--- src/coin_sum_combination_finder_top_assert.svh ---
// Assertion macros for the top level of the coin sum combination finder.
// Each macro takes a label, the clock, the reset, an antecedent and a consequent.
`ifndef COIN_SUM_COMBINATION_FINDER_TOP_ASSERT_SVH
`define COIN_SUM_COMBINATION_FINDER_TOP_ASSERT_SVH
`ifndef SYNTHESIS
// Same-cycle implication
`define CSF_ASSERT_IMP(lbl, clk, rst, ante, cons) \
   lbl: assert property (@(posedge clk) disable iff (rst) (ante) |-> (cons)) \
      else $error("%m: same-cycle check failed");
// Next-cycle implication
`define CSF_ASSERT_NXT(lbl, clk, rst, ante, cons) \
   lbl: assert property (@(posedge clk) disable iff (rst) (ante) |=> (cons)) \
      else $error("%m: next-cycle check failed");
`else
`define CSF_ASSERT_IMP(lbl, clk, rst, ante, cons)
`define CSF_ASSERT_NXT(lbl, clk, rst, ante, cons)
`endif
`endif

--- src/csf_pkg.sv ---
package csf_pkg;

   localparam int VAL_W          = 6;
   localparam int MODE_W         = 2;
   localparam int MAX_PARTS_DEF  = 8;
   localparam int MAX_TARGET_DEF = 63;

   // Transaction modes
   localparam logic [MODE_W-1:0] MODE_CLEAR  = 2'd0;
   localparam logic [MODE_W-1:0] MODE_APPEND = 2'd1;
   localparam logic [MODE_W-1:0] MODE_SOLVE  = 2'd2;

   typedef enum logic [2:0] {
      ST_IDLE,
      ST_FILL,
      ST_CHECK,
      ST_TRACE_RD,
      ST_TRACE_WR,
      ST_EMIT_RD,
      ST_EMIT_OUT
   } state_type;

   // Commands from the sequencer to the datapath
   typedef struct packed {
      logic accept;
      logic load;
      logic fill_step;
      logic trace_rd;
      logic trace_wr;
      logic emit_rd;
      logic emit_out;
      logic spec_out;
      logic spec_found;
   } ctrl_type;

   // Status from the datapath to the sequencer
   typedef struct packed {
      logic fill_done;
      logic target_reach;
      logic trace_end;
      logic emit_end;
   } stat_type;

endpackage

--- src/csf_ctrl.sv ---
module csf_ctrl #(
   parameter int MAX_TARGET = csf_pkg::MAX_TARGET_DEF
) (
   input  logic                         clock,
   input  logic                         reset,
   input  logic                         start,
   input  logic [csf_pkg::MODE_W-1:0]   req_mode,
   input  logic [csf_pkg::VAL_W-1:0]    req_value,
   input  csf_pkg::stat_type            stat,
   output csf_pkg::ctrl_type            cmd,
   output logic                         busy
);
   import csf_pkg::*;

   state_type state_ff, state_in;
   logic      accept;
   logic      solve_acc;
   logic      tgt_zero;
   logic      tgt_over;

   assign busy      = (state_ff != ST_IDLE);
   assign accept    = start && !busy;
   assign solve_acc = accept && (req_mode == MODE_SOLVE);
   assign tgt_zero  = (req_value == '0);
   assign tgt_over  = (req_value > VAL_W'(MAX_TARGET));

   // Hold the sequencer state
   always_ff @(posedge clock) begin
      if (reset) begin
         state_ff <= ST_IDLE;
      end else begin
         state_ff <= state_in;
      end
   end

   // Pick the next state
   always_comb begin
      state_in = state_ff;
      unique case (state_ff)
         ST_IDLE: begin
            if (solve_acc && !tgt_zero && !tgt_over) begin
               state_in = ST_FILL;
            end
         end
         ST_FILL: begin
            if (stat.fill_done) begin
               state_in = ST_CHECK;
            end
         end
         ST_CHECK: begin
            state_in = stat.target_reach ? ST_TRACE_RD : ST_IDLE;
         end
         ST_TRACE_RD: begin
            state_in = ST_TRACE_WR;
         end
         ST_TRACE_WR: begin
            state_in = stat.trace_end ? ST_EMIT_RD : ST_TRACE_RD;
         end
         ST_EMIT_RD: begin
            state_in = ST_EMIT_OUT;
         end
         ST_EMIT_OUT: begin
            state_in = stat.emit_end ? ST_IDLE : ST_EMIT_RD;
         end
         default: begin
            state_in = ST_IDLE;
         end
      endcase
   end

   // Drive the datapath commands
   always_comb begin
      cmd        = '0;
      cmd.accept = accept;
      unique case (state_ff)
         ST_IDLE: begin
            if (solve_acc) begin
               if (tgt_zero) begin
                  cmd.spec_out   = 1'b1;
                  cmd.spec_found = 1'b1;
               end else if (tgt_over) begin
                  cmd.spec_out = 1'b1;
               end else begin
                  cmd.load = 1'b1;
               end
            end
         end
         ST_FILL: begin
            cmd.fill_step = 1'b1;
         end
         ST_CHECK: begin
            cmd.spec_out = !stat.target_reach;
         end
         ST_TRACE_RD: begin
            cmd.trace_rd = 1'b1;
         end
         ST_TRACE_WR: begin
            cmd.trace_wr = 1'b1;
         end
         ST_EMIT_RD: begin
            cmd.emit_rd = 1'b1;
         end
         ST_EMIT_OUT: begin
            cmd.emit_out = 1'b1;
         end
         default: begin
            cmd.accept = accept;
         end
      endcase
   end

endmodule

--- src/csf_dp.sv ---
module csf_dp #(
   parameter int MAX_PARTS  = csf_pkg::MAX_PARTS_DEF,
   parameter int MAX_TARGET = csf_pkg::MAX_TARGET_DEF
) (
   input  logic                         clock,
   input  logic                         reset,
   input  logic [csf_pkg::MODE_W-1:0]   req_mode,
   input  logic [csf_pkg::VAL_W-1:0]    req_value,
   input  csf_pkg::ctrl_type            cmd,
   output csf_pkg::stat_type            stat,
   output logic                         rsp_valid,
   output logic                         rsp_found,
   output logic                         rsp_has_part,
   output logic [csf_pkg::VAL_W-1:0]    rsp_part,
   output logic                         rsp_last
);
   import csf_pkg::*;

   localparam int TBL_DEPTH = MAX_TARGET + 1;
   localparam int TIDX_W    = $clog2(TBL_DEPTH);
   localparam int PATH_AW   = (MAX_TARGET > 1) ? $clog2(MAX_TARGET) : 1;
   localparam int CNT_W     = $clog2(MAX_PARTS + 1);
   localparam int PIDX_W    = (MAX_PARTS > 1) ? $clog2(MAX_PARTS) : 1;
   localparam int SUM_W     = VAL_W + 1;

   // Part list and its fill count
   logic [VAL_W-1:0]     part_list_ff [MAX_PARTS];
   logic [CNT_W-1:0]     part_count_ff, part_count_in;

   // Sweep and trace state
   logic [TBL_DEPTH-1:0] reach_ff, reach_in;
   logic [TIDX_W-1:0]    target_ff;
   logic [TIDX_W-1:0]    i_ff;
   logic [PIDX_W-1:0]    n_ff;
   logic [TIDX_W-1:0]    s_ff;
   logic [TIDX_W-1:0]    k_ff;
   logic [TIDX_W-1:0]    k_dec;

   // Table of last part used and trace-back store
   logic [VAL_W-1:0]     lpu_mem  [TBL_DEPTH];
   logic [VAL_W-1:0]     lpu_rd_ff;
   logic [VAL_W-1:0]     path_mem [MAX_TARGET];
   logic [VAL_W-1:0]     path_rd_ff;

   // Result register
   logic                 rsp_valid_ff;
   logic                 rsp_found_ff;
   logic                 rsp_has_part_ff;
   logic [VAL_W-1:0]     rsp_part_ff;
   logic                 rsp_last_ff;

   logic                 append_ok;
   logic                 reach_i;
   logic [VAL_W-1:0]     part_n;
   logic                 have_parts;
   logic                 n_last;
   logic [SUM_W-1:0]     sum;
   logic                 do_mark;
   logic                 advance_i;

   // Decode list edits
   assign append_ok = cmd.accept && (req_mode == MODE_APPEND) && (req_value != '0)
                      && (part_count_ff < CNT_W'(MAX_PARTS));

   always_comb begin
      part_count_in = part_count_ff;
      if (cmd.accept && (req_mode == MODE_CLEAR)) begin
         part_count_in = '0;
      end else if (append_ok) begin
         part_count_in = part_count_ff + CNT_W'(1);
      end
   end

   // Shared step: add one part to the current sum and compare with the target
   assign reach_i    = reach_ff[i_ff];
   assign part_n     = part_list_ff[n_ff];
   assign have_parts = (part_count_ff != '0);
   assign n_last     = ((CNT_W'(n_ff) + CNT_W'(1)) == part_count_ff);
   assign sum        = SUM_W'(i_ff) + SUM_W'(part_n);
   assign do_mark    = cmd.fill_step && have_parts && reach_i && (sum <= SUM_W'(target_ff));
   assign advance_i  = !have_parts || !reach_i || n_last;
   assign k_dec      = k_ff - TIDX_W'(1);

   assign stat.fill_done    = advance_i && (i_ff == target_ff);
   assign stat.target_reach = reach_ff[target_ff];
   assign stat.trace_end    = (VAL_W'(s_ff) == lpu_rd_ff);
   assign stat.emit_end     = (k_ff == '0);

   // Clear the reachable bits but sum zero on a solve, mark them during the sweep
   always_comb begin
      reach_in = reach_ff;
      if (cmd.load) begin
         reach_in = TBL_DEPTH'(1);
      end else if (do_mark) begin
         reach_in[sum[TIDX_W-1:0]] = 1'b1;
      end
   end

   // Control registers
   always_ff @(posedge clock) begin
      if (reset) begin
         part_count_ff <= '0;
         rsp_valid_ff  <= 1'b0;
         i_ff          <= '0;
         n_ff          <= '0;
         s_ff          <= '0;
         k_ff          <= '0;
      end else begin
         part_count_ff <= part_count_in;
         rsp_valid_ff  <= cmd.spec_out || cmd.emit_out;
         if (cmd.load) begin
            i_ff <= '0;
            n_ff <= '0;
            s_ff <= req_value[TIDX_W-1:0];
            k_ff <= '0;
         end else if (cmd.fill_step) begin
            if (advance_i) begin
               n_ff <= '0;
               i_ff <= i_ff + TIDX_W'(1);
            end else begin
               n_ff <= n_ff + PIDX_W'(1);
            end
         end else if (cmd.trace_wr) begin
            s_ff <= s_ff - TIDX_W'(lpu_rd_ff);
            k_ff <= k_ff + TIDX_W'(1);
         end else if (cmd.emit_rd) begin
            k_ff <= k_dec;
         end
      end
   end

   // Payload registers
   always_ff @(posedge clock) begin
      reach_ff <= reach_in;
      if (append_ok) begin
         part_list_ff[part_count_ff[PIDX_W-1:0]] <= req_value;
      end
      if (cmd.load) begin
         target_ff <= req_value[TIDX_W-1:0];
      end
      if (cmd.spec_out) begin
         rsp_found_ff    <= cmd.spec_found;
         rsp_has_part_ff <= 1'b0;
         rsp_part_ff     <= '0;
         rsp_last_ff     <= 1'b1;
      end else if (cmd.emit_out) begin
         rsp_found_ff    <= 1'b1;
         rsp_has_part_ff <= 1'b1;
         rsp_part_ff     <= path_rd_ff;
         rsp_last_ff     <= stat.emit_end;
      end
   end

   // Record the last part used and read it back during the trace
   always_ff @(posedge clock) begin
      if (do_mark) begin
         lpu_mem[sum[TIDX_W-1:0]] <= part_n;
      end
      if (cmd.trace_rd) begin
         lpu_rd_ff <= lpu_mem[s_ff];
      end
   end

   // Push traced parts, pop them in build order
   always_ff @(posedge clock) begin
      if (cmd.trace_wr) begin
         path_mem[k_ff[PATH_AW-1:0]] <= lpu_rd_ff;
      end
      if (cmd.emit_rd) begin
         path_rd_ff <= path_mem[k_dec[PATH_AW-1:0]];
      end
   end

   assign rsp_valid    = rsp_valid_ff;
   assign rsp_found    = rsp_found_ff;
   assign rsp_has_part = rsp_has_part_ff;
   assign rsp_part     = rsp_part_ff;
   assign rsp_last     = rsp_last_ff;

endmodule

--- src/coin_sum_combination_finder_top.sv ---
// Coin sum combination finder.
// Request channel: req_mode and req_value are taken at a rising edge where
// start is high and busy is low. Mode clear empties the part list, mode append
// adds a nonzero part while the list has room, mode solve searches for a target.
// Clear and append give no result; busy stays low.
// A solve for target zero, or above MAX_TARGET, gives one result the next cycle.
// Otherwise busy rises and the block sweeps sums 0..target, stepping through
// the listed parts for each reachable sum and skipping an unreachable one,
// through a single add-and-compare unit; a check state then tests the target.
// A found target is traced back, one read of the table memory per part, and
// then emitted, one read of the trace store per part.
// Response channel: rsp_valid strobes for one cycle per result, with
// rsp_found, rsp_has_part, rsp_part and rsp_last; the last result is
// flagged. The receiver cannot stall the block.
// Reset empties the part list and returns the sequencer to idle; no clearing
// pass is needed.
`include "coin_sum_combination_finder_top_assert.svh"

module coin_sum_combination_finder_top #(
   parameter int MAX_PARTS  = csf_pkg::MAX_PARTS_DEF,
   parameter int MAX_TARGET = csf_pkg::MAX_TARGET_DEF
) (
   input  logic                         clock,
   input  logic                         reset,
   input  logic                         start,
   output logic                         busy,
   input  logic [csf_pkg::MODE_W-1:0]   req_mode,
   input  logic [csf_pkg::VAL_W-1:0]    req_value,
   output logic                         rsp_valid,
   output logic                         rsp_found,
   output logic                         rsp_has_part,
   output logic [csf_pkg::VAL_W-1:0]    rsp_part,
   output logic                         rsp_last
);
   import csf_pkg::*;

   ctrl_type cmd;
   stat_type stat;

   // Sequencer
   csf_ctrl #(
      .MAX_TARGET (MAX_TARGET)
   ) u_ctrl (
      .clock     (clock),
      .reset     (reset),
      .start     (start),
      .req_mode  (req_mode),
      .req_value (req_value),
      .stat      (stat),
      .cmd       (cmd),
      .busy      (busy)
   );

   // Tables, shared step unit and result register
   csf_dp #(
      .MAX_PARTS  (MAX_PARTS),
      .MAX_TARGET (MAX_TARGET)
   ) u_dp (
      .clock        (clock),
      .reset        (reset),
      .req_mode     (req_mode),
      .req_value    (req_value),
      .cmd          (cmd),
      .stat         (stat),
      .rsp_valid    (rsp_valid),
      .rsp_found    (rsp_found),
      .rsp_has_part (rsp_has_part),
      .rsp_part     (rsp_part),
      .rsp_last     (rsp_last)
   );

   // A part is only carried by a found result
   `CSF_ASSERT_IMP(a_part_implies_found, clock, reset, rsp_valid && rsp_has_part, rsp_found)
   // A not-found result stands alone and carries no part
   `CSF_ASSERT_IMP(a_notfound_alone, clock, reset, rsp_valid && !rsp_found, rsp_last && !rsp_has_part && (rsp_part == '0))
   // Target zero answers at once with an empty found result
   `CSF_ASSERT_NXT(a_zero_target, clock, reset, start && !busy && (req_mode == MODE_SOLVE) && (req_value == '0), rsp_valid && rsp_found && rsp_last && !rsp_has_part)
   // A solve within range starts the sweep
   `CSF_ASSERT_NXT(a_solve_busy, clock, reset, start && !busy && (req_mode == MODE_SOLVE) && (req_value != '0) && (req_value <= VAL_W'(MAX_TARGET)), busy && !rsp_valid)

endmodule
--- config.mk ---
export PLATFORM = sky130hd
export DESIGN_NAME = coin_sum_combination_finder_top
export DESIGN_NICKNAME = d
export VERILOG_FILES = /design/src/csf_pkg.sv /design/src/csf_ctrl.sv /design/src/csf_dp.sv /design/src/coin_sum_combination_finder_top.sv
export VERILOG_INCLUDE_DIRS = /design/src /design/src/src
export SDC_FILE = /design/constraint.sdc
export NUM_CORES = 1
export LEC_CHECK = 0
export ABC_AREA = 1
export BUFFER_PORTS_ARGS = -buffer_cell sky130_fd_sc_hd__buf_2
export CAP_MARGIN = 25
export CORE_MARGIN = 4
export CORE_UTILIZATION = 49
export CTS_CLUSTER_DIAMETER = 60
export DETAILED_ROUTE_END_ITERATION = 8
export REMOVE_ABC_BUFFERS = 1
export SLEW_MARGIN = 15
export SYNTH_ARGS = -nofsm -noshare
export SYNTH_HDL_FRONTEND = slang
export SYNTH_SLANG_ARGS = --single-unit
export TNS_END_PERCENT = 10
--- constraint.sdc ---
create_clock -name clock -period 11.1 [get_ports clock]
set_input_delay 0.555 -clock clock [delete_from_list [all_inputs] [get_ports clock]]
set_output_delay 0.555 -clock clock [all_outputs]
set_load 0.005 [all_outputs]
; Yosys cells after proc, flatten, opt, wreduce, memory -nomap -nowiden
; Memories as Yosys holds them, arrays and structs flattened. A register that Yosys moved wholly into a read port is not among the register bits.
; Cells that the tools add are included.
; Widths: inputs -> output; s select.
[totals]
inputBits = 11
n_memories = 3
out_inout_bits = 11
word_cells = 128
ff_bits = 108
ram_bits = 810
[memory_table]
columns = name, depth, width, rd, rd_clocked_by_memory_dff, write_ports, line_no
row1 = u_dp.lpu_mem, 64, 6, 1, 1, 1, csf_dp.sv:40  ; logic [VAL_W-1:0] lpu_mem [TBL_DEPTH];
row2 = u_dp.path_mem, 63, 6, 1, 1, 1, csf_dp.sv:42  ; logic [VAL_W-1:0] path_mem [MAX_TARGET];
row3 = u_dp.part_list_ff, 8, 6, 1, 1, 1, csf_dp.sv:27  ; logic [VAL_W-1:0] part_list_ff [MAX_PARTS];
[classes]
n_reduce_logical = 38
n_bitwise = 2
add_sub_neg = 8
magnitude_cmp = 7
mux = 43
n_eq_ne = 14
[op_table]
columns = cell, count
row1 = $or 64x64->64, 1
row2 = $mux 6, 5
row3 = $mux 1, 24
row4 = $lt 6x7->1 const B, 3
row5 = $mux 3, 7
row6 = $pmux 3 s7, 1
row7 = $logic_and 1x1->1, 13
row8 = $add 6x1->6 const B, 2
row9 = $bmux 1 s6, 2
row10 = $eq 6x6->1, 2
row11 = $logic_not 6->1, 2
row12 = $eq 3x3->1 const B, 3
row13 = $reduce_and 2->1, 4
row14 = $add 6x6->7, 1
row15 = $le 7x6->1, 1
row16 = $demux 1 s6, 1
row17 = $eq 3x2->1 const B, 2
row18 = $ge 6x1->1 const B, 1
row19 = $gt 6x6->1 const B, 1
row20 = $logic_not 1->1, 6
row21 = $reduce_bool 2->1, 3
row22 = $reduce_bool 6->1, 1
row23 = $sub 6x1->6 const B, 1
row24 = $sub 6x6->6, 1
row25 = 19 further kinds, 24

; Logic depth before layout (Yosys ltp)
; Gate-level depths: netlist (run 1).
[logic_depth]
depth_word = 8
depth_mapped = 24
depth_no_buf = 22

; Cells and area by module
; From an unflattened synthesis (run 1), not the netlist that was laid out.
[hier_totals]
hier_cells = 3608
hier_area_um2 = 39878.2
[by_module_without_submodules]
columns = module, seq_area_each_um2, n_inst, cells_each, area_each_um2
row1 = csf_dp, 26915.8, 1, 3555, 39584.2
row2 = csf_ctrl, 60.1, 1, 53, 294.0

; Worst setup path after synthesis (run 1)
; Ideal clock, no wire load.
[synth_path]
path_kind = register to register
from = register (tool-made name)
to = memory u_dp.lpu_mem[15][0] (enable)
path_slack_ps = 4380
required_time_ps = 10786
n_path_buf = 1
arrival_ps = 6406
setup_ps = 314
path_stages_with_launch = 21
synth_period_minus_slack_ps = 6720
path_cell_list = dfxtp_1 > clkbuf_1 > inv_1 > nor2_1 > o22ai_1 > inv_1 > o21ai_0 > inv_1 > fa_1 > o21ai_0 > xor2_1 > inv_1 > ha_1 > a21o_1 > a21oi_1 > a22oi_1 > nor2_1 > nand3_4 > nor2_4 > nand2_1 > inv_1
[synth_rtl]
columns = element, line_no
row1 = end: declaration, csf_dp.sv:40

==> impl_metrics.ini, run 1 <==
[cts]
cts_resized = 0
clk_pin_slew_ps = 60
cts.sinks = 933
cts_buffers = 96
hold_buffers = 0
post_cts_buffers = 0
cts_root_buffer = clkbuf_16
clock_path_buffers = 3
tritoncts = yes
cts_max_level = 3
insertion_delay_ps = 670

[layout]
drive_gt1_share_pct = 7.86
fillers = 6537
multi_input_area_um2 = 10200
syn_to_final_growth_pct = 11.6
layout_common_cells = 829 x edfxtp_1, 574 x nor2_1, 473 x o21ai_0
layout_commonest_cell = edfxtp_1
nets = 3401
regArea_um2 = 27000

[floorplanning]
rows = 102
die_height_um = 289
io_pins = 22
die_w_um = 289
initial_core_util_pct = 49.7
dieArea_um2 = 83500
core_area_um2 = 77800

[logic_synthesis]
synth-edff-count = 829
synthSimpleGateAreaFrac_pct = 11.6
synthMuxAreaShare_pct = 0
synth_compound_area_share_pct = 13.1
synth_warnings = 0
synthArstFlopShare_pct = 0
yosys.cell_types.count = 42
ys_seq_elements = 933
synth_top_family_by_area = compound AO/OA/AOI/OAI gates
ys_seq_area_share_pct = 69.7
syn_inst = 3396
synth_xor_area_share_pct = 0.453
synth_flop_cell = edfxtp_1
syn_avg_cell_area_um2 = 11.4
synthAdderAreaFrac_pct = 0.847
syn-cell-area_um2 = 38700

[job]
cap_violations = 0

[placed_design]
place_congestion = 0.934
dp_worst_setup_slack_ps = 5290
numPortBuffers = 21
place_hpwl_mm = 66.5

[grt]
grt_use_total_pct = 25.7
grt_pass1_vias = 26100
grt_overflow = 0
grt_pass1_wl_mm = 162
antenna_found_initial = 3
grt_max_degree = 109

[drt]
post-route-drc-count = 0
vias = 27000
wl_per_cell_um = 24.2
ant_nets = 0
drtIter0Drc = 3281
routed_wl_mm = 109
drt_first_pass_iters = 5
via_per_inst = 6.02

[sta]
setup_violations = 0
relSlewSlack_pct = 28.4
finalCritPeriodShare_pct = 54.0
fmax_mhz = 167
period_minus_slack_ps = 5990
fin_ws_ps = 5110
setup_tns_ps = 0
rsz0062_at_grt = no
slew_violations = 0
tightest_slew_ps = 1070
fin_skew_ps = 38.3
finalHoldViolations = 0

[pwr]
ir_drop_v = 0.000126
power_leakage_uw = 0.0149
powerDensity_nw_per_um2 = 174

[worst_setup_path]
critPathCaptureType = flip-flop
worstSetupStartpointType = flip-flop
crit_required_ps = 11420
cp_max_fo = 27
crit_type = flip-flop to flip-flop
cp.arrival_ps = 6310

[outcome]
outcome = complete, no violations

[worst_hold_path]
hold_path.class = primary input to flip-flop
==> worst paths after layout <==
path	endpoint	slack [ps]	start	depth (start not counted)
setup / recovery	u_dp.lpu_mem[7][4]	5110	flip-flop	21
hold / removal	u_ctrl.state_ff[1]	200	reset	2
setup reg to reg	u_dp.lpu_mem[7][4]	5110	flip-flop	21
hold reg to reg	u_dp.rsp_part[0]	460	u_dp.rsp_part[0]	2
==> worst max-delay path, cell delays in order (launching register included) <==
cell and delay (ps):
dfxtp_1 520, inv_1 540, nor2_1 90, o22ai_1 200
nor2_1 90, a31oi_4 160, buf_4 360, ha_1 260
inv_1 60, fa_1 400, o21ai_0 310, xor2_1 320
inv_1 180, ha_1 330, a21o_1 180, a21oi_1 120
a22oi_1 80, nor2_1 220, nand3_4 370, nor2_4 450
nand2_1 150, inv_1 220
==> report_power, final <==
group	internal, uW	leakage, uW	switching [uW]
logic	76.7	0.00503	269
clock network	1980	0.00163	1380
registers	3820	0.00829	9.28
total	5870	0.0149	1660
==> per-stage QoR <==
| stage | hold WS, ps | power, uW | cell area (um2) | utilization [%] | std cells |
|---|---|---|---|---|---|
| after floorplan | 440 | 4080 | 37900 | - | 3193 |
| after global placement | 448 | 4230 | 39700 | 51.0 | 4298 |
| after detailed placement | 452 | 4240 | 39800 | 51.1 | 4302 |
| after CTS | 167 | 7560 | 43100 | 55.4 | 4481 |
| after global routing | 212 | 7740 | 43200 | 55.5 | 4486 |
| final | 202 | 7530 | 43200 | 55.5 | 4487 |
==> Yosys cell counts, drive strengths merged, types with 28 or more instances <==
cell type,n,area share [%]
nor2,587,5.9
edfxtp,829,64
inv,223,2.2
o22ai,166,2.7
nand3,159,2.1
a21oi,115,1.5
clkbuf,175,1.7
buf,28,0.38
o221ai,55,1.2
dfxtp,104,5.4
o211ai,49,0.95
o21ai,474,6.1
nand2,315,3.1
==> kinds of logic after synthesis <==
kind of cell | Yosys count
xor gates and xnor gates | 20
DFF | 933
AOI/OAI and AO/OA | 891
and+or+nand+nor | 1099
adders and majority gates | 25
buffers and inverters | 428
==> area by class of cell <==
type | instances | area share (%)
flip-flops and latches | 933 | 62.5
multi-input cells | 2035 | 23.5
clock buffers | 116 | 5.90
well taps | 1040 | 3.01
inverters | 225 | 1.97
clock inverters | 63 | 1.83
repair buffers | 74 | 1.27
diodes | 1 | 0.00579
==> per-layer routing <==
metal,vias to the layer above,routed length (um),global-route usage [%]
met5,-,102,0
met1,13200,47100,38.5
met3,199,11700,5.78
met2,1451,47200,38.0
met4,4,2510,7.27
li1,12200,-,-
==> registers in the layout, indices dropped and copies added, names as in the netlist, 4 cells and up, named ones only <==
register / count
u_dp.reach_ff: 64
u_dp.target_ff: 6
u_dp.part_count_ff: 4
u_dp.rsp_part: 6
u_dp.part_list_ff: 48
u_dp.lpu_mem: 384
u_dp.s_ff: 6
u_dp.path_rd_ff: 6
u_dp.k_ff: 6
u_dp.lpu_rd_ff: 6
u_dp.i_ff: 6
u_dp.path_mem: 378
Power figures use the tool's default switching activity.
==> inputs of run 2 (changes only) <==
==> constraint.sdc (replaced) <==
create_clock -name clock -period 6.1 [get_ports clock]
set_input_delay 0.305 -clock clock [delete_from_list [all_inputs] [get_ports clock]]
set_output_delay 0.305 -clock clock [all_outputs]
set_load 0.005 [all_outputs]
==> run 2 against run 1 <==
  * The flow now finishes with violations (design-rule violations)
  * Total power rose by 82%
  * First-iteration DRC count rose by 13%
  * Clock power rose by 82%
  * Register-to-register slack got worse by 4400 ps
  * Global-route usage barely moved
  * Design area fell by 0.14%
  * Routed wire length rose by 0.17%
  * Clock-buffer cell count rose by 6
  * Cell count barely moved
  * Critical endpoint is now u_dp.lpu_mem[60][3]
==> impl_metrics.ini, run 2 (synthesized netlist as in run 1, its figures left out) <==
[pwr]
pwr-share-clk_pct = 44.6
power_leakage_uw = 0.0149
ir_drop_v = 0.000267
p_int_uw = 10700
p_comb_share_pct = 4.5
p_switching_uw = 3010
p_sw_share_pct = 22.0
sequentialPowerShare_pct = 50.9
powerDensity_nw_per_um2 = 317

[cts]
cts_buffers = 97
cts_resized = 0
cts_root_buffer = clkbuf_16
cts_max_level = 3
insertion_delay_ps = 650
clock_path_buffers = 3
clk_pin_slew_ps = 60
post_cts_buffers = 0
hold_buffers = 1
cts.sinks = 933
tritoncts = yes

[layout]
syn_to_final_growth_pct = 11.5
drive_gt1_share_pct = 7.69
layout_common_cells = 829 x edfxtp_1, 574 x nor2_1, 473 x o21ai_0
fin_util_pct = 55.4
final_cell_area_um2 = 43100
nets = 3399
final_cells = 4486
largest_reg_flops = 384
diodes = 0
layout_commonest_cell = edfxtp_1

[worst_setup_path]
worstPathCellList = inv_1 -> o21ai_0 -> o22ai_1 -> nor2_1 -> a31oi_4 -> ha_1 -> inv_1 -> fa_1 -> o21ai_0 -> xor2_1 -> inv_1 -> ha_1 -> a21o_1 -> a21oi_1 -> a22oi_1 -> nor2_1 -> nand3_4 -> nor2_4 -> nand2_1 -> inv_1
slowest_stage = inv_1
crit_top_cell = inv_1
crit_buf_inv = 4
cp.arrival_ps = 5730
cp_max_fo = 25
critPathCaptureType = flip-flop
worstSetupStartpointType = flip-flop
critPathMaxStageDelay_ps = 530
crit_required_ps = 6410
cp_top_family = compound AO/OA/AOI/OAI gates
crit_type = flip-flop to flip-flop

[placed_design]
place_hpwl_mm = 65.9
place_congestion = 0.895
placed_cells = 4301
numPortBuffers = 21
placed_cell_area_um2 = 39800
dp_worst_setup_slack_ps = 759

[outcome]
outcome = finished with violations
violations = design-rule violations

[drt]
ant_nets = 0
drt_first_pass_iters = 9
via_per_inst = 6.07
wl_per_cell_um = 24.2
post-route-drc-count = 1
drtIter0Drc = 3713
routed_wl_mm = 109
vias = 27200

[sta]
fmax_mhz = 185
tightest_slew_ps = 1080
finalHoldViolations = 0
fin_skew_ps = 30.3
relSlewSlack_pct = 28.3
fin_ws_ps = 684
setup_violations = 0
slew_violations = 0
rsz0062_at_grt = no
period_minus_slack_ps = 5420
finalCritPeriodShare_pct = 88.8

[floorplanning]
core_area_um2 = 77800
die_w_um = 289
io_pins = 22
dieArea_um2 = 83500
initial_core_util_pct = 49.7
rows = 102
die_height_um = 289

[worst_hold_path]
min_from = req_value[0]
hold_path.class = primary input to flip-flop

[grt]
grt_overflow = 0
grt_use_total_pct = 25.7
grt_pass1_vias = 26300
grt_max_degree = 128
grt_pass1_wl_mm = 162
antenna_found_initial = 0

[job]
cap_violations = 0
run 2: changes by cell type in the layout (fill, tap and decap cells not counted), moves of 2 or more:
cell and delta:
clkinv_16 -2, buf_12 +2, clkinvlp_4 +2, buf_4 -2, clkbuf_1 +5, buf_2 -2, clkinv_4 -2
run 2: stage by stage:
stage | total power, uW | hold slack, ps | TNS, ps
final | 13700 | 53.6 | 0
after global routing | 14100 | 39.4 | 0
after CTS | 13700 | 26.3 | 0
after detailed placement | 7700 | 453 | 0
after global placement | 7700 | 446 | 0
after floorplan | 7420 | 374 | -764390
run 2: metal layers:
layer / track usage [%] / vias up / routed length, um
li1: - / 12200 / -
met4: 8.19 / 0 / 3040
met5: 0 / - / 0
met3: 4.76 / 221 / 11200
met1: 38.4 / 13400 / 46700
met2: 38.5 / 1455 / 47800
run 2: worst paths after layout:
| check | to | slack (ps) | cells after the start |
|---|---|---|---|
| worst max register to register | u_dp.lpu_mem[60][3] | 680 | 20 |
| worst max-delay path | u_dp.lpu_mem[60][3] | 680 | 20 |
| worst min register to register | u_dp.rsp_part[0] | 460 | 2 |
| worst min-delay path | u_dp.part_list_ff[1][0] | 50 | 1 |
run 2: power by group through the flow:
stage               Clock [uW]  Sequential [uW]  Combinational (uW)
finish                    6110             6970                 617
global route              6470             6970                 654
CTS                       6180             6970                 597
detailed placement           0             7110                 595
global placement             0             7110                 593
floorplan                    0             7130                 295
run 2: layout make-up:
class	count	area [um2]
Clock buffer	122	2600
Inverter	225	853
Timing Repair Buffer	71	520
Sequential cell	933	27000
Tap cell	1040	1300
Clock inverter	60	706
Fill cell	6560	34700
Multi-Input combinational cell	2035	10200
run 2: worst register-to-register path: stages, from the launching register on:
cell and delay, ps:
dfxtp_1 520, inv_1 540, o21ai_0 160, o22ai_1 150
nor2_1 90, a31oi_4 190, ha_1 210, inv_1 70
fa_1 400, o21ai_0 300, xor2_1 310, inv_1 160
ha_1 330, a21o_1 190, a21oi_1 120, a22oi_1 80
nor2_1 190, nand3_4 340, nor2_4 410, nand2_1 120
inv_1 240
